File: src/sv/pfsb_pkg.sv
// shared types, constants and codes for the paired fifo spill balance unit
`timescale 1ns / 1ps
`default_nettype none

package pfsb_pkg;

    // default queue depth
    localparam int unsigned DEPTH_DEF = 16;

    // configuration port widths
    localparam int unsigned CFG_IDX_W  = 2;
    localparam int unsigned CFG_DATA_W = 5;

    // configuration reset values
    localparam logic       PAIR_BOUND_RST   = 1'b0;
    localparam logic [3:0] OVF_LIMIT_RST    = 4'd10;
    localparam logic [4:0] ACCEPT_BELOW_RST = 5'd9;
    localparam logic [3:0] REFILL_ABOVE_RST = 4'd1;

    // command codes
    typedef enum logic [1:0] {
        CMD_ENQ = 2'd0,
        CMD_DEQ = 2'd1,
        CMD_QRY = 2'd2,
        CMD_NOP = 2'd3
    } t_cmd;

    // configuration register indexes
    typedef enum logic [CFG_IDX_W-1:0] {
        REG_PAIR_BOUND   = 2'd0,
        REG_OVF_LIMIT    = 2'd1,
        REG_ACCEPT_BELOW = 2'd2,
        REG_REFILL_ABOVE = 2'd3
    } t_reg_idx;

    // configuration as seen by the control logic
    typedef struct packed {
        logic       pair_bound;
        logic [3:0] overflow_limit;
        logic [4:0] partner_accept_below;
        logic [3:0] partner_refill_above;
    } t_cfg;

    // input beat
    typedef struct packed {
        logic [1:0]          cmd;
        logic                queue_sel;
        logic signed [31:0]  push_value;
    } t_in_item;

    // output beat
    typedef struct packed {
        logic signed [31:0]  result_value;
        logic                was_empty;
        logic                single_overflow;
        logic                pair_overflow;
        logic                pair_empty;
        logic                dropped_full;
        logic [4:0]          count_a;
        logic [4:0]          count_b;
    } t_out_item;

endpackage

`default_nettype wire

File: src/sv/pfsb_mem.sv
// single-port-write, single-port-read queue store with registered read data
`timescale 1ns / 1ps
`default_nettype none

module pfsb_mem #(
    parameter int unsigned DEPTH = pfsb_pkg::DEPTH_DEF,
    localparam int unsigned AW   = $clog2(DEPTH)
) (
    input  wire logic          i_clk,
    input  wire logic          i_we,
    input  wire logic [AW-1:0] i_waddr,
    input  wire logic [31:0]   i_wdata,
    input  wire logic          i_re,
    input  wire logic [AW-1:0] i_raddr,
    output logic      [31:0]   o_rdata
);

    logic [31:0] r_mem [DEPTH];
    logic [31:0] r_rdata;

    // write port
    always_ff @(posedge i_clk) begin
        if (i_we) begin
            r_mem[i_waddr] <= i_wdata;
        end
    end

    // read port, data held until the next read
    always_ff @(posedge i_clk) begin
        if (i_re) begin
            r_rdata <= r_mem[i_raddr];
        end
    end

    assign o_rdata = r_rdata;

endmodule

`default_nettype wire

File: src/sv/pfsb_ctrl.sv
// queue pointers, counts, spill/refill decisions, sequencing and output register
`timescale 1ns / 1ps
`default_nettype none

module pfsb_ctrl #(
    parameter int unsigned DEPTH = pfsb_pkg::DEPTH_DEF,
    localparam int unsigned AW   = $clog2(DEPTH),
    localparam int unsigned CW   = $clog2(DEPTH + 1)
) (
    input  wire logic                i_clk,
    input  wire logic                i_rst_n,
    input  wire pfsb_pkg::t_cfg      i_cfg,
    input  wire logic                i_in_valid,
    output logic                     o_in_ready,
    input  wire pfsb_pkg::t_in_item  i_in_data,
    output logic                     o_out_valid,
    input  wire logic                i_out_ready,
    output pfsb_pkg::t_out_item      o_out_data,
    output logic                     o_a_we,
    output logic [AW-1:0]            o_a_waddr,
    output logic [31:0]              o_a_wdata,
    output logic                     o_a_re,
    output logic [AW-1:0]            o_a_raddr,
    input  wire logic [31:0]         i_a_rdata,
    output logic                     o_b_we,
    output logic [AW-1:0]            o_b_waddr,
    output logic [31:0]              o_b_wdata,
    output logic                     o_b_re,
    output logic [AW-1:0]            o_b_raddr,
    input  wire logic [31:0]         i_b_rdata
);

    localparam int unsigned CMPW = (CW > 5) ? CW : 5;
    localparam int unsigned SW   = CW + 1;

    typedef enum logic [1:0] {
        ST_IDLE = 2'b01,
        ST_RESP = 2'b10
    } t_state;

    t_state r_state;
    logic [AW-1:0] r_rd_a, r_wr_a, r_rd_b, r_wr_b;
    logic [AW-1:0] n_rd_a, n_wr_a, n_rd_b, n_wr_b;
    logic [CW-1:0] r_fill_a, r_fill_b;
    logic [CW-1:0] n_fill_a, n_fill_b;

    // pending item between accept and response
    pfsb_pkg::t_out_item r_item;
    pfsb_pkg::t_out_item n_item;
    logic          r_res_use, r_res_b;
    logic          r_xfer, r_xfer_to_b;
    logic [AW-1:0] r_xfer_addr;
    logic          r_xfer_fwd;
    logic [31:0]   r_xfer_val;
    logic          n_xfer;
    logic [AW-1:0] n_xfer_addr;
    logic          n_xfer_fwd;
    logic          n_res_use;

    logic                r_out_valid;
    pfsb_pkg::t_out_item r_out_data;
    pfsb_pkg::t_out_item w_resp;

    logic w_acc, w_resp_go, w_sel, w_enq_ok;

    // per-queue view: me is the selected queue, mate the other
    logic [CW-1:0] w_me_fill, w_mate_fill, w_me_fill_n, w_mate_fill_n;
    logic [AW-1:0] w_me_rd, w_me_wr, w_mate_rd, w_mate_wr;
    logic [AW-1:0] w_me_rd_n, w_me_wr_n, w_mate_rd_n, w_mate_wr_n;
    logic          w_me_re, w_mate_re, w_me_we;
    logic          w_empty, w_sov, w_pov, w_pem, w_drop;
    logic [SW-1:0] w_sum;

    function automatic logic [AW-1:0] f_next(input logic [AW-1:0] p);
        f_next = (p == AW'(DEPTH - 1)) ? '0 : p + AW'(1);
    endfunction

    assign o_in_ready = (r_state == ST_IDLE);
    assign w_acc      = i_in_valid && o_in_ready;
    assign w_resp_go  = (r_state == ST_RESP) && (!r_out_valid || i_out_ready);
    assign w_sel      = i_in_data.queue_sel;

    assign w_me_fill   = w_sel ? r_fill_b : r_fill_a;
    assign w_mate_fill = w_sel ? r_fill_a : r_fill_b;
    assign w_me_rd     = w_sel ? r_rd_b : r_rd_a;
    assign w_me_wr     = w_sel ? r_wr_b : r_wr_a;
    assign w_mate_rd   = w_sel ? r_rd_a : r_rd_b;
    assign w_mate_wr   = w_sel ? r_wr_a : r_wr_b;

    // command decode and spill/refill decisions
    always_comb begin
        w_me_fill_n   = w_me_fill;
        w_mate_fill_n = w_mate_fill;
        w_me_rd_n     = w_me_rd;
        w_me_wr_n     = w_me_wr;
        w_mate_rd_n   = w_mate_rd;
        w_mate_wr_n   = w_mate_wr;
        w_me_re       = 1'b0;
        w_mate_re     = 1'b0;
        w_me_we       = 1'b0;
        w_empty       = 1'b0;
        w_sov         = 1'b0;
        w_pov         = 1'b0;
        w_pem         = 1'b0;
        w_drop        = 1'b0;
        n_xfer        = 1'b0;
        n_xfer_addr   = w_mate_wr;
        n_xfer_fwd    = 1'b0;
        n_res_use     = 1'b0;
        case (i_in_data.cmd)
            pfsb_pkg::CMD_ENQ: begin
                if (w_me_fill == CW'(DEPTH)) begin
                    w_drop = 1'b1;
                end else begin
                    w_me_we     = 1'b1;
                    w_me_wr_n   = f_next(w_me_wr);
                    w_me_fill_n = w_me_fill + CW'(1);
                    if (CMPW'(w_me_fill_n) > CMPW'(i_cfg.overflow_limit)) begin
                        w_sov = 1'b1;
                        if (i_cfg.pair_bound) begin
                            if (CMPW'(w_mate_fill) < CMPW'(i_cfg.partner_accept_below) &&
                                w_mate_fill != CW'(DEPTH)) begin
                                // spill: head of me moves to the tail of mate
                                w_me_re       = 1'b1;
                                w_me_rd_n     = f_next(w_me_rd);
                                w_me_fill_n   = w_me_fill;
                                n_xfer        = 1'b1;
                                n_xfer_addr   = w_mate_wr;
                                // an empty queue's head is the value written this cycle
                                n_xfer_fwd    = (w_me_fill == '0);
                                w_mate_wr_n   = f_next(w_mate_wr);
                                w_mate_fill_n = w_mate_fill + CW'(1);
                            end else begin
                                w_pov = 1'b1;
                            end
                        end
                    end
                end
            end
            pfsb_pkg::CMD_DEQ: begin
                if (w_me_fill == '0) begin
                    w_empty = 1'b1;
                end else begin
                    w_me_re     = 1'b1;
                    n_res_use   = 1'b1;
                    w_me_rd_n   = f_next(w_me_rd);
                    w_me_fill_n = w_me_fill - CW'(1);
                    if (w_me_fill_n == '0 && i_cfg.pair_bound) begin
                        if (CMPW'(w_mate_fill) > CMPW'(i_cfg.partner_refill_above)) begin
                            // refill: head of mate moves into the emptied queue
                            w_mate_re     = 1'b1;
                            w_mate_rd_n   = f_next(w_mate_rd);
                            w_mate_fill_n = w_mate_fill - CW'(1);
                            n_xfer        = 1'b1;
                            n_xfer_addr   = w_me_wr;
                            w_me_wr_n     = f_next(w_me_wr);
                            w_me_fill_n   = CW'(1);
                        end else begin
                            w_pem = 1'b1;
                        end
                    end
                end
            end
            pfsb_pkg::CMD_QRY: begin
                if (w_me_fill == '0) begin
                    w_empty = 1'b1;
                end else begin
                    w_me_re   = 1'b1;
                    n_res_use = 1'b1;
                end
            end
            default: begin
            end
        endcase
    end

    // map me/mate back onto the a/b queues
    always_comb begin
        n_rd_a   = w_sel ? w_mate_rd_n   : w_me_rd_n;
        n_wr_a   = w_sel ? w_mate_wr_n   : w_me_wr_n;
        n_fill_a = w_sel ? w_mate_fill_n : w_me_fill_n;
        n_rd_b   = w_sel ? w_me_rd_n     : w_mate_rd_n;
        n_wr_b   = w_sel ? w_me_wr_n     : w_mate_wr_n;
        n_fill_b = w_sel ? w_me_fill_n   : w_mate_fill_n;

        n_item                 = '0;
        n_item.was_empty       = w_empty;
        n_item.single_overflow = w_sov;
        n_item.pair_overflow   = w_pov;
        n_item.pair_empty      = w_pem;
        n_item.dropped_full    = w_drop;
        n_item.count_a         = 5'(n_fill_a);
        n_item.count_b         = 5'(n_fill_b);
    end

    assign w_enq_ok = w_acc && (i_in_data.cmd == pfsb_pkg::CMD_ENQ) && !w_drop;

    // memory ports: reads and enqueue write at accept, transfer write at response
    assign o_a_re    = w_acc && (w_sel ? w_mate_re : w_me_re);
    assign o_b_re    = w_acc && (w_sel ? w_me_re : w_mate_re);
    assign o_a_raddr = r_rd_a;
    assign o_b_raddr = r_rd_b;

    always_comb begin
        o_a_we    = 1'b0;
        o_a_waddr = r_wr_a;
        o_a_wdata = i_in_data.push_value;
        o_b_we    = 1'b0;
        o_b_waddr = r_wr_b;
        o_b_wdata = i_in_data.push_value;
        if (r_state == ST_RESP) begin
            o_a_we    = w_resp_go && r_xfer && !r_xfer_to_b;
            o_a_waddr = r_xfer_addr;
            o_a_wdata = r_xfer_fwd ? r_xfer_val : i_b_rdata;
            o_b_we    = w_resp_go && r_xfer && r_xfer_to_b;
            o_b_waddr = r_xfer_addr;
            o_b_wdata = r_xfer_fwd ? r_xfer_val : i_a_rdata;
        end else begin
            o_a_we = w_acc && w_me_we && !w_sel;
            o_b_we = w_acc && w_me_we && w_sel;
        end
    end

    // response beat built from the pending item and the read data
    always_comb begin
        w_resp = r_item;
        if (r_res_use) begin
            w_resp.result_value = $signed(r_res_b ? i_b_rdata : i_a_rdata);
        end
    end

    // sequencer, pointers and counts
    always_ff @(posedge i_clk) begin
        if (!i_rst_n) begin
            r_state  <= ST_IDLE;
            r_rd_a   <= '0;
            r_wr_a   <= '0;
            r_rd_b   <= '0;
            r_wr_b   <= '0;
            r_fill_a <= '0;
            r_fill_b <= '0;
            r_xfer   <= 1'b0;
        end else begin
            case (r_state)
                ST_IDLE: begin
                    if (w_acc) begin
                        r_state  <= ST_RESP;
                        r_rd_a   <= n_rd_a;
                        r_wr_a   <= n_wr_a;
                        r_rd_b   <= n_rd_b;
                        r_wr_b   <= n_wr_b;
                        r_fill_a <= n_fill_a;
                        r_fill_b <= n_fill_b;
                        r_xfer   <= n_xfer;
                    end
                end
                ST_RESP: begin
                    if (w_resp_go) begin
                        r_state <= ST_IDLE;
                        r_xfer  <= 1'b0;
                    end
                end
                default: begin
                    r_state <= ST_IDLE;
                end
            endcase
        end
    end

    // pending item payload
    always_ff @(posedge i_clk) begin
        if (w_acc) begin
            r_item      <= n_item;
            r_res_use   <= n_res_use;
            r_res_b     <= w_sel;
            r_xfer_to_b <= (i_in_data.cmd == pfsb_pkg::CMD_ENQ) ? !w_sel : w_sel;
            r_xfer_addr <= n_xfer_addr;
            r_xfer_fwd  <= n_xfer_fwd;
            r_xfer_val  <= i_in_data.push_value;
        end
    end

    // output register
    always_ff @(posedge i_clk) begin
        if (!i_rst_n) begin
            r_out_valid <= 1'b0;
        end else if (w_resp_go) begin
            r_out_valid <= 1'b1;
        end else if (i_out_ready) begin
            r_out_valid <= 1'b0;
        end
    end

    always_ff @(posedge i_clk) begin
        if (w_resp_go) begin
            r_out_data <= w_resp;
        end
    end

    assign o_out_valid = r_out_valid;
    assign o_out_data  = r_out_data;

    assign w_sum = SW'(r_fill_a) + SW'(r_fill_b);

    // checks
    a_fill_bound: assert property (@(posedge i_clk) disable iff (!i_rst_n)
        (r_fill_a <= CW'(DEPTH)) && (r_fill_b <= CW'(DEPTH)))
        else $error("queue count above depth");

    a_empty_ptrs: assert property (@(posedge i_clk) disable iff (!i_rst_n)
        (r_fill_a == '0) |-> (r_rd_a == r_wr_a))
        else $error("queue a empty with pointers apart");

    a_acc_resp: assert property (@(posedge i_clk) disable iff (!i_rst_n)
        w_acc |=> (r_state == ST_RESP))
        else $error("accepted beat did not enter response");

    a_one_write: assert property (@(posedge i_clk) disable iff (!i_rst_n)
        (r_state == ST_RESP) |-> !(o_a_we && o_b_we))
        else $error("transfer wrote both stores");

    a_enq_total: assert property (@(posedge i_clk) disable iff (!i_rst_n)
        w_enq_ok |=> (w_sum == $past(w_sum) + SW'(1)))
        else $error("enqueue did not add exactly one item");

endmodule

`default_nettype wire

File: src/sv/paired_fifo_spill_balance_unit.sv
// Sequence: an accepted beat moves the sequencer to its response state, and the result beat is
//   registered into the output register once that is free; no new beat is accepted until then, as
//   the store read must return before a spill or refill writes the moved item into the other store.
// Reset: pointers, counts, sequencer and output valid clear; registers take their
//   default values; the stores are not cleared and need no clearing pass.
`timescale 1ns / 1ps
`default_nettype none

module paired_fifo_spill_balance_unit #(
    parameter int unsigned DEPTH = pfsb_pkg::DEPTH_DEF
) (
    input  wire logic                                i_clk,
    input  wire logic                                i_rst_n,
    input  wire logic                                i_in_valid,
    output logic                                     o_in_ready,
    input  wire pfsb_pkg::t_in_item                  i_in_data,
    output logic                                     o_out_valid,
    input  wire logic                                i_out_ready,
    output pfsb_pkg::t_out_item                      o_out_data,
    input  wire logic                                i_cfg_valid,
    output logic                                     o_cfg_ready,
    input  wire logic [pfsb_pkg::CFG_IDX_W-1:0]      i_cfg_index,
    input  wire logic [pfsb_pkg::CFG_DATA_W-1:0]     i_cfg_data
);

    localparam int unsigned AW = $clog2(DEPTH);

    pfsb_pkg::t_cfg r_cfg;

    logic          w_a_we, w_a_re, w_b_we, w_b_re;
    logic [AW-1:0] w_a_waddr, w_a_raddr, w_b_waddr, w_b_raddr;
    logic [31:0]   w_a_wdata, w_a_rdata, w_b_wdata, w_b_rdata;

    assign o_cfg_ready = 1'b1;

    // configuration registers
    always_ff @(posedge i_clk) begin
        if (!i_rst_n) begin
            r_cfg.pair_bound           <= pfsb_pkg::PAIR_BOUND_RST;
            r_cfg.overflow_limit       <= pfsb_pkg::OVF_LIMIT_RST;
            r_cfg.partner_accept_below <= pfsb_pkg::ACCEPT_BELOW_RST;
            r_cfg.partner_refill_above <= pfsb_pkg::REFILL_ABOVE_RST;
        end else if (i_cfg_valid && o_cfg_ready) begin
            case (i_cfg_index)
                pfsb_pkg::REG_PAIR_BOUND:   r_cfg.pair_bound <= i_cfg_data[0];
                pfsb_pkg::REG_OVF_LIMIT:    r_cfg.overflow_limit <= i_cfg_data[3:0];
                pfsb_pkg::REG_ACCEPT_BELOW: r_cfg.partner_accept_below <= i_cfg_data[4:0];
                pfsb_pkg::REG_REFILL_ABOVE: r_cfg.partner_refill_above <= i_cfg_data[3:0];
                default: begin
                end
            endcase
        end
    end

    // control
    pfsb_ctrl #(
        .DEPTH (DEPTH)
    ) u_ctrl (
        .i_clk       (i_clk),
        .i_rst_n     (i_rst_n),
        .i_cfg       (r_cfg),
        .i_in_valid  (i_in_valid),
        .o_in_ready  (o_in_ready),
        .i_in_data   (i_in_data),
        .o_out_valid (o_out_valid),
        .i_out_ready (i_out_ready),
        .o_out_data  (o_out_data),
        .o_a_we      (w_a_we),
        .o_a_waddr   (w_a_waddr),
        .o_a_wdata   (w_a_wdata),
        .o_a_re      (w_a_re),
        .o_a_raddr   (w_a_raddr),
        .i_a_rdata   (w_a_rdata),
        .o_b_we      (w_b_we),
        .o_b_waddr   (w_b_waddr),
        .o_b_wdata   (w_b_wdata),
        .o_b_re      (w_b_re),
        .o_b_raddr   (w_b_raddr),
        .i_b_rdata   (w_b_rdata)
    );

    // queue a store
    pfsb_mem #(
        .DEPTH (DEPTH)
    ) u_mem_a (
        .i_clk   (i_clk),
        .i_we    (w_a_we),
        .i_waddr (w_a_waddr),
        .i_wdata (w_a_wdata),
        .i_re    (w_a_re),
        .i_raddr (w_a_raddr),
        .o_rdata (w_a_rdata)
    );

    // queue b store
    pfsb_mem #(
        .DEPTH (DEPTH)
    ) u_mem_b (
        .i_clk   (i_clk),
        .i_we    (w_b_we),
        .i_waddr (w_b_waddr),
        .i_wdata (w_b_wdata),
        .i_re    (w_b_re),
        .i_raddr (w_b_raddr),
        .o_rdata (w_b_rdata)
    );

endmodule

`default_nettype wire

File: config.mk
export PLATFORM = sky130hd
export DESIGN_NAME = paired_fifo_spill_balance_unit
export DESIGN_NICKNAME = d
export VERILOG_FILES = /design/src/sv/pfsb_pkg.sv /design/src/sv/pfsb_mem.sv /design/src/sv/pfsb_ctrl.sv /design/src/sv/paired_fifo_spill_balance_unit.sv
export SDC_FILE = /design/constraint.sdc
export NUM_CORES = 1
export LEC_CHECK = 0
export ABC_AREA = 0
export BUFFER_PORTS_ARGS = -buffer_cell sky130_fd_sc_hd__buf_2
export CORE_ASPECT_RATIO = 0.7
export CORE_UTILIZATION = 30
export DETAILED_ROUTE_END_ITERATION = 8
export PLACE_DENSITY = 0.42
export SLEW_MARGIN = 20
export SYNTH_ARGS = -nofsm -noshare
export SYNTH_HDL_FRONTEND = slang
export SYNTH_SLANG_ARGS = --single-unit
File: constraint.sdc
create_clock -name i_clk -period 8.3 [get_ports i_clk]
set_input_delay 0.415 -clock i_clk [delete_from_list [all_inputs] [get_ports i_clk]]
set_output_delay 0.415 -clock i_clk [all_outputs]
set_load 0.01 [all_outputs]
# == Yosys cells after proc, flatten, opt, wreduce, memory -nomap -nowiden ==
# Memories as Yosys holds them, arrays and structs flattened. A register that Yosys moved wholly into a read port is not among the register bits.
# Cells that the tools add are included.
# word_totals
ff_bits,146
ram_bits,1024
in_bits,47
out_inout_bits,50
elab_cells,200
n_memories,2
# op_classes
addsub,8
magnitude_cmp,3
eq_ne,15
n_mux,98
bitwise_logic,6
reduce_logical,34
# memory_table
memory,words,width,rd,rd_ports_with_merged_regs,wr,line,source
u_mem_a.r_mem,16,32,1,1,1,pfsb_mem.sv:18,logic [31:0] r_mem [DEPTH];
u_mem_b.r_mem,16,32,1,1,1,pfsb_mem.sv:18,
# op_table
operator,count
$mux 32,5
$mux 4,36
$mux 5,18
$mux 1,29
$pmux 5 s2,2
$add 4x1->4 const B,4
$eq 4x4->1 const B,4
$pmux 4 s2,2
$logic_and 1x1->1,12
$reduce_and 2->1,6
$add 5x1->5 const B,2
$gt 5x4->1,2
$logic_not 5->1,2
$sub 5x1->5 const B,2
$eq 2x2->1 const B,4
$eq 2x1->1 const B,3
$not 1->1,6
$pmux 1 s2,3
$eq 5x5->1 const B,1
$lt 5x5->1,1
$ne 5x5->1 const B,1
$reduce_or 5->1,1
$logic_not 2->1,2
$mux 2,2
10 further kinds,14

# == Logic depth before layout (Yosys ltp) ==
# Gate-level depths: netlist (run 1).
# depth
ltp_word,10
depth_mapped,16
depth_no_buf,12

# == By module ==
# From an unflattened synthesis (run 1), not the netlist that was laid out.
# unflattened
hier_cells,2602
hier_area_um2,49238.5
# modules_own_cells
module,instances,cells_per_inst,area_each_um2,seq_area_each_um2
pfsb_mem,2,838,20155.6,16335.7
pfsb_ctrl,1,866,8330.5,3663.5
paired_fifo_spill_balance_unit,1,60,596.8,280.3

# == Least setup slack after synthesis (run 1) ==
# OpenSTA, ideal clock, no wires.
# synth_path
path_type,register -> register
start,register u_ctrl.r_state[1]
end,memory u_mem_b.r_mem[9][0] (enable)
setup_ps,421
arrival_ps,4949
required_time_ps,7879
path_slack_ps,2930
path_stages_with_launch,11
path_buffers,1
synth_period_minus_slack_ps,5370
path_cell_list,dfxtp_1 -> inv_1 -> ha_1 -> nand2_1 -> inv_1 -> clkbuf_1 -> nand2_1 -> o32ai_1 -> nor2b_1 -> nand2_1 -> nor2_1
# synth_via
elab_chain_len,7
elab_cells_between_ends,12
cone_classes,2 x eq/ne; 4 x mux; 6 x reduce/logical
# synth_rtl
element,line,source
"start, declared",pfsb_ctrl.sv:41,t_state r_state;
"start signal, assigned",pfsb_ctrl.sv:235,r_state <= ST_IDLE;
"start signal, assigned",pfsb_ctrl.sv:247,r_state <= ST_RESP;
"start signal, assigned",pfsb_ctrl.sv:259,r_state <= ST_IDLE;
$eq 2x1->1,pfsb_ctrl.sv:78,assign o_in_ready = (r_state == ST_IDLE);
named net o_in_ready,paired_fifo_spill_balance_unit.sv:15,"output logic o_in_ready,"
$logic_and 1x1->1,pfsb_ctrl.sv:79,assign w_acc = i_in_valid && o_in_ready;
named net u_ctrl.w_acc,pfsb_ctrl.sv:64,"logic w_acc, w_resp_go, w_sel, w_enq_ok;"
$logic_and 1x1->1 (2 in a row),pfsb_ctrl.sv:220,o_b_we = w_acc && w_me_we && w_sel;
$mux 1,pfsb_ctrl.sv:211,if (r_state == ST_RESP) begin
$mux 1,pfsb_mem.sv:23,if (i_we) begin
$mux 1 (not written as such),pfsb_mem.sv:24,r_mem[i_waddr] <= i_wdata;
"end, declared",pfsb_mem.sv:18,
# The timed path passes the listed nets, and every way through them passes these cells.

# == Worst setup path after layout (run 1) ==
# layout_path
start,register u_ctrl.r_fill_b[1]
end,memory u_mem_b.r_mem[1][19] (enable)
# layout_via
elab_chain_len,9
# layout_rtl
element,line,source
"start, declared",pfsb_ctrl.sv:44,"logic [CW-1:0] r_fill_a, r_fill_b;"
"start signal, assigned",pfsb_ctrl.sv:253,r_fill_b <= n_fill_b;
$mux 5,pfsb_ctrl.sv:83,assign w_me_fill = w_sel ? r_fill_b : r_fill_a;
$eq 5x5->1,pfsb_ctrl.sv:112,if (w_me_fill == CW'(DEPTH)) begin
$mux 1,pfsb_ctrl.sv:112,
$mux 1,pfsb_ctrl.sv:110,case (i_in_data.cmd)
$logic_and 1x1->1 (2 in a row),pfsb_ctrl.sv:220,
$mux 1,pfsb_ctrl.sv:211,
$mux 1,pfsb_mem.sv:23,
$mux 1 (not written as such),pfsb_mem.sv:24,
# No other way between the ends.

==> results of run 1 <==
## flip-flops by register name (all words and copies together), names as in the netlist, 5 cells and up
signal,count
r_cfg,14
u_ctrl.o_out_data,47
u_ctrl.r_fill_a,5
u_ctrl.r_fill_b,5
u_ctrl.r_item,15
u_ctrl.r_xfer_val,32
u_mem_a.o_rdata,32
u_mem_a.r_mem,512
u_mem_b.o_rdata,32
u_mem_b.r_mem,512
## layout make-up
class / count / area, um2
antenna: 1 / 2.50
clock buffer: 163 / 3440
clock inverter: 65 / 597
fill: 15200 / 106000
inverter: 41 / 155
multi-input combinational: 1086 / 12500
sequential: 1234 / 36600
tap: 2205 / 2760
timing repair buffer: 220 / 1540
## cell usage in the layout, fill, tap and decap left out, drive strengths merged, types with 7 or more instances in the layout
cell type / instances
edfxtp: 1190
mux4: 320
buf: 179
clkbuf: 163
a21oi: 137
nor2: 124
nand2b: 65
nand2: 65
mux2i: 65
clkinv: 52
inv: 44
dfxtp: 44
dlygate4sd3: 41
nor2b: 38
nand3: 31
ha: 27
o21ai: 24
nor3: 24
mux2: 14
a31oi: 10
a211oi: 10
and3: 8
o221ai: 8
a221oi: 8
nand4: 7
o31ai: 7
or3: 7
o22ai: 7
bufinv: 7
## cell families after synthesis
kind of cell    count (synthesis)
xor+xnor                        8
other cells                     1
compound gates                258
fa+ha+maj                      27
simple gates                  393
mux                           399
buf+inv                       180
flops                        1234
## final timing paths
check                     start                    end  slack [ns]
max reg2reg  u_ctrl.r_fill_b[1]   u_mem_b.r_mem[1][19]        3.56
max          u_ctrl.r_fill_b[1]   u_mem_b.r_mem[1][19]        3.56
min reg2reg   u_ctrl.r_item[12]  u_ctrl.o_out_data[12]        0.42
min                 i_cfg_valid              r_cfg[13]        0.14
## routing by layer
| layer | track usage | up-vias |
|---|---|---|
| li1 | - | 10700 |
| met1 | 0.232 | 13500 |
| met2 | 0.254 | 605 |
| met3 | 0.0260 | 162 |
| met4 | 0.0461 | 0 |
| met5 | 0 | - |
## per-stage QoR
step / total power [mW] / setup slack, ns / util / instance area [um2] / hold slack, ns
after CTS: 13.6 / 3.58 / 0.352 / 57500 / 0.0762
final: 13.4 / 3.56 / 0.352 / 57600 / 0.145
after floorplan: 7.55 / 2.93 / - / 49400 / 0.400
after global placement: 7.85 / 2.91 / 0.324 / 53000 / 0.408
after global routing: 13.8 / 3.22 / 0.352 / 57600 / 0.143
after detailed placement: 7.87 / 2.86 / 0.325 / 53100 / 0.415
## critical path, stage by stage (launching register included)
cell                       delay, ns
sky130_fd_sc_hd__dfxtp_1        0.48
sky130_fd_sc_hd__mux2i_1        0.24
sky130_fd_sc_hd__ha_1           0.37
sky130_fd_sc_hd__and4bb_2       0.31
sky130_fd_sc_hd__o21ai_1        0.44
sky130_fd_sc_hd__nand2_1        0.38
sky130_fd_sc_hd__o32ai_1        0.68
sky130_fd_sc_hd__nor2b_1        0.24
sky130_fd_sc_hd__nand2_1        0.25
sky130_fd_sc_hd__nor2_4         0.43
sky130_fd_sc_hd__buf_4          0.51
## power by group through the flow
stage	sequential, mW	combinational (mW)	clock (mW)
floorplan	7.09	0.463	0
global placement	7.12	0.726	0
detailed placement	7.13	0.742	0
CTS	6.99	0.761	5.80
global route	6.99	0.815	6.02
finish	6.99	0.752	5.62
## timing repair
item	4_1_cts	5_1_grt
endpoints found under the setup margin	0	0
hold buffers	41	0
hold endpoints to repair	49	0
resized for setup	0	0
==> impl_results.md, run 1 <==
* Run status: finished clean
* Layout net count at 2787
* Proportion of netlist area held by the largest area contributor at 0.723
* Detail Route met2 WL at 62300 um
* Number of vias after detailed routing at 24900
* Biggest area consumer among synthesized cells: sky130_fd_sc_hd__edfxtp_1
* Global-route wire length before repair at 190000 um
* Share of layout cells above drive strength 1 at 0.280
* Dominant combinational cell family by area after synthesis: multiplexers
* Mapped Avg Cell Area at 19.8 um2
* Distinct cell type count of the synthesized netlist at 83
* Net Switching at 2.99 mW
* Number of placed instances with taps included at 4745
* Global route overflow at 0
* Power density over cell area at 232 nW/um2
* Maximum vdd drop at 0.000166 V
* Std-Cell Rows at 124
* Crit Path Category: reg2reg
* Clock tree from TritonCTS: done
* Most repeated cell in the gate-level netlist after synthesis: sky130_fd_sc_hd__edfxtp_1
* Clock power frac at 0.421
* Clock sinks at 1234
* Number of antenna violations at the first check in global routing at 4
* Number of buffers inserted by post-CTS setup repair at 0
* Count of nets left with antenna violations after detail routing at 0
* Required time of the worst setup path at 8.69 ns
* CTS clock-pin slew for the worst setup and hold paths at 0.06 ns
* Largest cells by area after synthesis: sky130_fd_sc_hd__edfxtp_1 (72%), sky130_fd_sc_hd__mux4_2 (15%), sky130_fd_sc_hd__dfxtp_1 (1.8%)
* Placeable Area at 164000 um2
* Endpoints failing hold at 0
* Internal Dissipation at 10.4 mW
* Worst setup EP type: flop
* Vias in the first global route at 25800
* Clock latency of the later-clocked register in the worst-skew pair at 0.76 ns
* Pleak at 17.8 nW
* Multiplexer share of the synthesized area at 0.163
* Synthesis-stage register bit count at 1234
* Proportion of synthesized chip area in sequential cells at 0.741
* Die outline height at 342 um
* Most used standard cells in the synthesized netlist: sky130_fd_sc_hd__edfxtp_1 (1190), sky130_fd_sc_hd__mux4_2 (320), sky130_fd_sc_hd__a21oi_1 (137)
* Total Die Area at 166000 um2
* Maxcap violations at 0
* Non-filler cells, final at 5015
* RSZ-0062 raised after global routing: no
* Overall track demand over capacity in global routing at 0.162
* Post-synthesis instance area at 49400 um2
* Worst Path Arrival at 5.13 ns
* Routed length per instance at 26.6 um
* Complex-gate fraction of the synthesized area at 0.0328
* Number of buffers added by the clock tree synthesis step at 130
* Worst min-delay path class: in2reg
* Maximum level of the CTS H-tree at 4
* Proportion of total power due to net switching at 0.224
* Initial Util at 0.302
* Net count after synthesis at 2574
* Detailed placer's ending HPWL at 77200 um
* Worst slew margin at 0.252
* Adder-cell share of the synthesized area at 0.00683
* Slew at the pin closest to its max-slew limit at 1.12 ns
* Xor/xnor cell area share of the yosys netlist at 0.00142
* Achievable frequency at 0.211 GHz
* Maximum buffer depth of the clock tree at 3
* Clock tree root buffer cell: sky130_fd_sc_hd__clkbuf_16
* Share of total power in combinational logic at 0.056
* Async set-or-reset flop fraction in the synthesized netlist at 0
* Count of flip-flops with a built-in enable after synthesis at 1190
* Final setup violation count at 0
* Flop pwr share at 0.523
* Ys flop type: sky130_fd_sc_hd__edfxtp_1
* Drc violations at 0
* Min Tclk post-route at 4.74 ns
* Detail-routed via count per cell at 4.97
* Cell count after synthesis at 2500
* I/O pin count at 97
* Number of warnings reported in the yosys synthesis log at 0
* Largest net degree at the start of global routing at 97
* Sum of negative setup slack at 0 ns
* Synth Area in Simple Gates at 0.0405
* Synthesis-to-finish area growth at 16.5%
* Path depth of the worst reg2reg path at 10
* Die width at 487 um
* Pins over their slew limit at 0
* Period utilisation layout at 0.571
* Highest layer used for signal routing: met4
* Met3 wire length at 5350 um
* Final Skew at 0.0319 ns
* Met1 wire length at 63200 um
* Port-buffer cells at 95
* Final weighted congestion in routability-driven placement at 0.789
* Number of instances on the worst hold path at 4
* Total detailed-routing wirelength at 134000 um
* Type of element launching the critical path: flop
* Biggest fanout along the worst timing path at 23
* Number of design-rule violations left by the first detailed-router iteration at 1750
* TritonRoute pass-1 iters at 5
Note: power is estimated with default switching activity, not from simulation.
==> run 2, diff against run 1 <==
- PLACE_DENSITY: 0.42 -> 0.44
- clock period: 8.3 -> 4.05 ns (I/O delays scaled with it)
==> impl_results.md, run 2 (synthesis results as in run 1) <==
* Run status: finished clean
* Worst Path Arrival at 4.15 ns
* Final weighted congestion in routability-driven placement at 0.858
* Leading cell types in the layout, fill and taps excluded: sky130_fd_sc_hd__edfxtp_1 (1190), sky130_fd_sc_hd__mux4_2 (320), sky130_fd_sc_hd__clkbuf_16 (120)
* Flop2flop setup slack at 0.30 ns
* Number of vias after detailed routing at 25600
* Period utilisation layout at 0.926
* Pins over their slew limit at 0
* Layout net count at 2847
* Total Die Area at 166000 um2
* RSZ-0062 raised after global routing: no
* Clock latency of the later-clocked register in the worst-skew pair at 0.73 ns
* Vias in the first global route at 26600
* Count of nets left with antenna violations after detail routing at 0
* Origin of the worst setup path: u_ctrl.r_fill_a[0]
* Worst slew margin at 0.232
* Maximum buffer depth of the clock tree at 3
* Critical-path cell list: mux2i_1 > buf_4 > ha_1 > and4bb_2 > o21ai_1 > nand2_1 > o32ai_1 > nor2b_1 > nand2_1 > nor2_4 > buf_12
* Maximum vdd drop at 0.000275 V
* Source of the worst hold timing path: i_in_data[33]
* Worst stage delay on the critical path at 0.63 ns
* Hold slack at 0.134 ns
* TritonRoute pass-1 iters at 5
* Most used cell, CP: sky130_fd_sc_hd__nand2_1
* Endpoints failing hold at 0
* Maxcap violations at 0
* Worst setup EP type: flop
* Overall track demand over capacity in global routing at 0.166
* Total detailed-routing wirelength at 138000 um
* Worst min-delay path class: in2reg
* Met1 wire length at 64700 um
* Die outline height at 342 um
* Worst r2r dst: u_mem_b.r_mem[11][19]
* Detailed placer's ending HPWL at 83600 um
* Pleak at 18.1 nW
* Number of design-rule violations left by the first detailed-router iteration at 2432
* Power density over cell area at 456 nW/um2
* Crit Path Category: reg2reg
* Placeable Area at 164000 um2
* Final Util at 0.357
* Number of buffers inserted by post-CTS setup repair at 0
* Die width at 487 um
* Final Skew at 0.0380 ns
* Initial Util at 0.302
* Routed length per instance at 27.2 um
* Number of antenna violations at the first check in global routing at 4
* Clock tree root buffer cell: sky130_fd_sc_hd__clkbuf_16
* Clock tree from TritonCTS: done
* Number of buffers added by the clock tree synthesis step at 118
* Clock sinks at 1234
* Port-buffer cells at 95
* Highest layer used for signal routing: met4
* Number of placed instances with taps included at 4806
* Biggest fanout along the worst timing path at 32
* Hold Crit Endpoint: u_ctrl.r_item[14]
* Most common cell after layout, fill and taps aside: sky130_fd_sc_hd__edfxtp_1
* Number of instances on the worst hold path at 5
* Final setup violation count at 0
* Largest net degree at the start of global routing at 97
* CTS clock-pin slew for the worst setup and hold paths at 0.06 ns
* Detail-routed via count per cell at 5.05
* Synthesis-to-finish area growth at 18.0%
* Min Tclk post-route at 3.75 ns
* Share of layout cells above drive strength 1 at 0.289
* Non-filler cells, final at 5075
* Detail Route met2 WL at 63300 um
* Sum of negative setup slack at 0 ns
* Path depth of the worst reg2reg path at 11
* Achievable frequency at 0.267 GHz
* I/O pin count at 97
* Global-route wire length before repair at 197000 um
* Slew at the pin closest to its max-slew limit at 1.15 ns
* Type of element launching the critical path: flop
* Met3 wire length at 7360 um
* Maximum level of the CTS H-tree at 3
* CP max stage cell: sky130_fd_sc_hd__o32ai_1
* Required time of the worst setup path at 4.45 ns
* Std-Cell Rows at 124
* Global route overflow at 0
* Reg-to-Reg Start: u_ctrl.r_fill_a[0]
* Drc violations at 0
run 2: critical path: cells and delay by family, from the launching register on:
kind | cells | cell delay [ns]
and+or+nand+nor | 5 | 1.23
AOI/OAI and AO/OA | 2 | 0.83
buffers and inverters | 2 | 0.48
DFF | 1 | 0.47
adders and majority gates | 1 | 0.24
muxes | 1 | 0.16
run 2: metal layers:
metal / vias to the layer above / GRT usage
met5: - / 0
met2: 771 / 0.258
met4: 0 / 0.0368
met1: 13800 / 0.246
li1: 10800 / -
met3: 168 / 0.0233
run 2: timing repair:
item                                    in CTS  in global routing
hold endpoints to repair                    50                  0
gates resized for setup                      0                  1
hold buffers                                51                  0
endpoints found under the setup margin       0                  2
run 2: metrics by stage:
step	setup WS, ns	power (mW)	cell area [um2]
2_1_floorplan	-0.418	15.5	49500
3_3_place_gp	0.251	16.2	54000
3_5_place_dp	0.283	16.2	54100
4_1_cts	0.300	26.9	58200
5_1_grt	0.0702	27.5	58300
6_report	0.299	26.6	58300
run 2: where the power goes:
group          switching (mW)  leakage [nW]  internal [mW]
clock network            4.82          1.77           5.81
logic                    1.03          5.20          0.593
registers               0.114          11.1           14.2
total                    5.96          18.1           20.6
run 2: worst max-delay path by stage:
stage               slack [ns]  depth (start not counted)                    end
floorplan                -0.42                          9    u_mem_b.r_mem[9][0]
CTS                       0.30                         11   u_mem_b.r_mem[11][8]
finish                    0.30                         11  u_mem_b.r_mem[11][19]
global placement          0.25                         13       u_ctrl.r_item[0]
global route              0.07                         11   u_mem_b.r_mem[11][8]
detailed placement        0.28                         13     u_ctrl.r_fill_b[4]
run 2: area by class of cell:
cell class | count | area, um2
inverter | 41 | 155
fill | 15200 | 105000
sequential | 1234 | 36600
multi-input combinational | 1086 | 12500
tap | 2205 | 2760
timing repair buffer | 292 | 2660
clock inverter | 59 | 500
clock buffer | 153 | 3130
antenna | 5 | 12.5
==> run 3, diff against run 2 <==
--- a/config.mk
+++ b/config.mk
@@ -12,2 +12,3 @@
 export DETAILED_ROUTE_END_ITERATION = 8
+export GPL_ROUTABILITY_DRIVEN = 0
 export PLACE_DENSITY = 0.44
--- a/constraint.sdc
+++ b/constraint.sdc
@@ -3,2 +3,2 @@
 set_output_delay 0.2025 -clock i_clk [all_outputs]
-set_load 0.01 [all_outputs]
+set_load 0.05 [all_outputs]
==> impl_results.md, run 3 (synthesis results as in run 1) <==
* Most common cell after layout, fill and taps aside: sky130_fd_sc_hd__edfxtp_1
* Vias in the first global route at 26400
* Number of placed instances with taps included at 4809
* Clock tree from TritonCTS: done
* Number of buffers inserted by post-CTS setup repair at 0
* Post-cts repair resize count at 0
* Maximum vdd drop at 0.000310 V
* Worst slew margin at 0.273
* Die outline height at 342 um
* Achievable frequency at 0.265 GHz
* Placement Cell Area at 54100 um2
* Crit Path Category: reg2reg
* Placeable Area at 164000 um2
* Number of hold buffers added after cts at 52
* Initial Util at 0.302
* Worst setup EP type: flop
* Total detailed-routing wirelength at 137000 um
* Number of buffers added by the clock tree synthesis step at 130
* Global-route wire length before repair at 195000 um
* Final setup violation count at 0
* Min Tclk post-route at 3.78 ns
* Pins over their slew limit at 0
* Placement-stage worst setup slack at 0.310 ns
* Total Die Area at 166000 um2
* Clock tree root buffer cell: sky130_fd_sc_hd__clkbuf_16
* Routed length per instance at 26.8 um
* Maxcap violations at 0
* Clock sinks at 1234
* Number of design-rule violations left by the first detailed-router iteration at 2304
* CTS clock-pin slew for the worst setup and hold paths at 0.06 ns
* Type of element launching the critical path: flop
* Drc violations at 0
* Pleak at 18.3 nW
* Std-Cell Rows at 124
* Maximum level of the CTS H-tree at 4
* Detailed placer's ending HPWL at 82900 um
* Period utilisation layout at 0.933
* Worst Path Arrival at 4.18 ns
* I/O pin count at 97
* Die width at 487 um
* Detail-routed via count per cell at 5.01
* Slew at the pin closest to its max-slew limit at 1.08 ns
* Required time of the worst setup path at 4.45 ns
* Sum of negative setup slack at 0 ns
* Non-filler cells, final at 5097
* Worst min-delay path class: in2reg
* Final setup margin at 0.270 ns
* Final Skew at 0.0347 ns
* Leading cell types in the layout, fill and taps excluded: sky130_fd_sc_hd__edfxtp_1 (1190), sky130_fd_sc_hd__mux4_2 (320), sky130_fd_sc_hd__clkbuf_16 (133)
* Run status: finished clean
* Share of layout cells above drive strength 1 at 0.294
* Number of vias after detailed routing at 25500
* Maximum buffer depth of the clock tree at 3
* Clock latency of the later-clocked register in the worst-skew pair at 0.75 ns
* Power density over cell area at 471 nW/um2
* Endpoints failing hold at 0
* Biggest fanout along the worst timing path at 32
* Synthesis-to-finish area growth at 19.0%
* Number of antenna violations at the first check in global routing at 3
* Global route overflow at 0
* Largest net degree at the start of global routing at 97
* RSZ-0062 raised after global routing: no
* Flop2flop setup slack at 0.27 ns
* Count of nets left with antenna violations after detail routing at 0
* Port-buffer cells at 95
* Layout net count at 2863
* Overall track demand over capacity in global routing at 0.166
* TritonRoute pass-1 iters at 7
* Area of all placed cells without fillers at 58900 um2
==> run 3: cell count changes in the layout (fill, tap and decap cells not counted), sizes merged <==
cell         change
clkbuf          +14
inv              +7
buf              +4
bufinv           +4
diode            -4
clkinv           -3
clkinvlp         -1
dlygate4sd3      +1
==> run 3: final cells by class <==
cell class	instances	area, um2
Inverter	41	155
Antenna cell	1	2.50
Sequential cell	1234	36600
Tap cell	2205	2760
Clock buffer	168	3490
Multi-Input combinational cell	1086	12500
Fill cell	15200	105000
Clock inverter	66	639
Timing Repair Buffer	296	2710
==> run 3: critical path: stages (launching register included) <==
cell	delay, ns
sky130_fd_sc_hd__dfxtp_1	0.46
sky130_fd_sc_hd__mux2i_1	0.15
sky130_fd_sc_hd__buf_4	0.17
sky130_fd_sc_hd__ha_1	0.25
sky130_fd_sc_hd__and4bb_2	0.31
sky130_fd_sc_hd__o21ai_1	0.21
sky130_fd_sc_hd__nand2_1	0.22
sky130_fd_sc_hd__o32ai_1	0.45
sky130_fd_sc_hd__buf_4	0.20
sky130_fd_sc_hd__nor2b_1	0.17
sky130_fd_sc_hd__nand2_1	0.27
sky130_fd_sc_hd__nor2_4	0.21
sky130_fd_sc_hd__buf_12	0.31
==> run 3: final timing paths <==
| path | cells past startpoint | startpoint | end |
|---|---|---|---|
| worst min-delay path | 5 | i_in_data[33] | u_ctrl.r_item[14] |
| worst max-delay path | 12 | u_ctrl.r_fill_b[0] | u_mem_b.r_mem[9][12] |
| worst min register to register | 0 | u_ctrl.r_item[0] | u_ctrl.o_out_data[0] |
| worst max register to register | 12 | u_ctrl.r_fill_b[0] | u_mem_b.r_mem[9][12] |
==> run 3: per-stage QoR <==
stage,hold WS (ns),power [mW],util
detailed placement,0.405,16.2,0.331
floorplan,0.301,15.5,-
CTS,0.0153,28.1,0.359
finish,0.0830,27.7,0.360
global placement,0.401,16.2,0.331
global route,0.0881,28.6,0.360
==> run 3: where the power goes <==
group          total [mW]  internal [mW]  switching (mW)
sequential           14.3           14.2           0.107
combinational        1.64          0.589            1.05
clock                11.7           6.75            4.99
==> run 3: routing by layer <==
metal  track usage  vias to the layer above  part of all wire  routed length, um
met3        0.0262                      168             0.050               6820
li1              -                    10900                 -                  -
met2         0.253                      740              0.45              62000
met5             0                        -                 0                  0
met1         0.245                    13700              0.48              65200
met4        0.0444                        0             0.020               2700
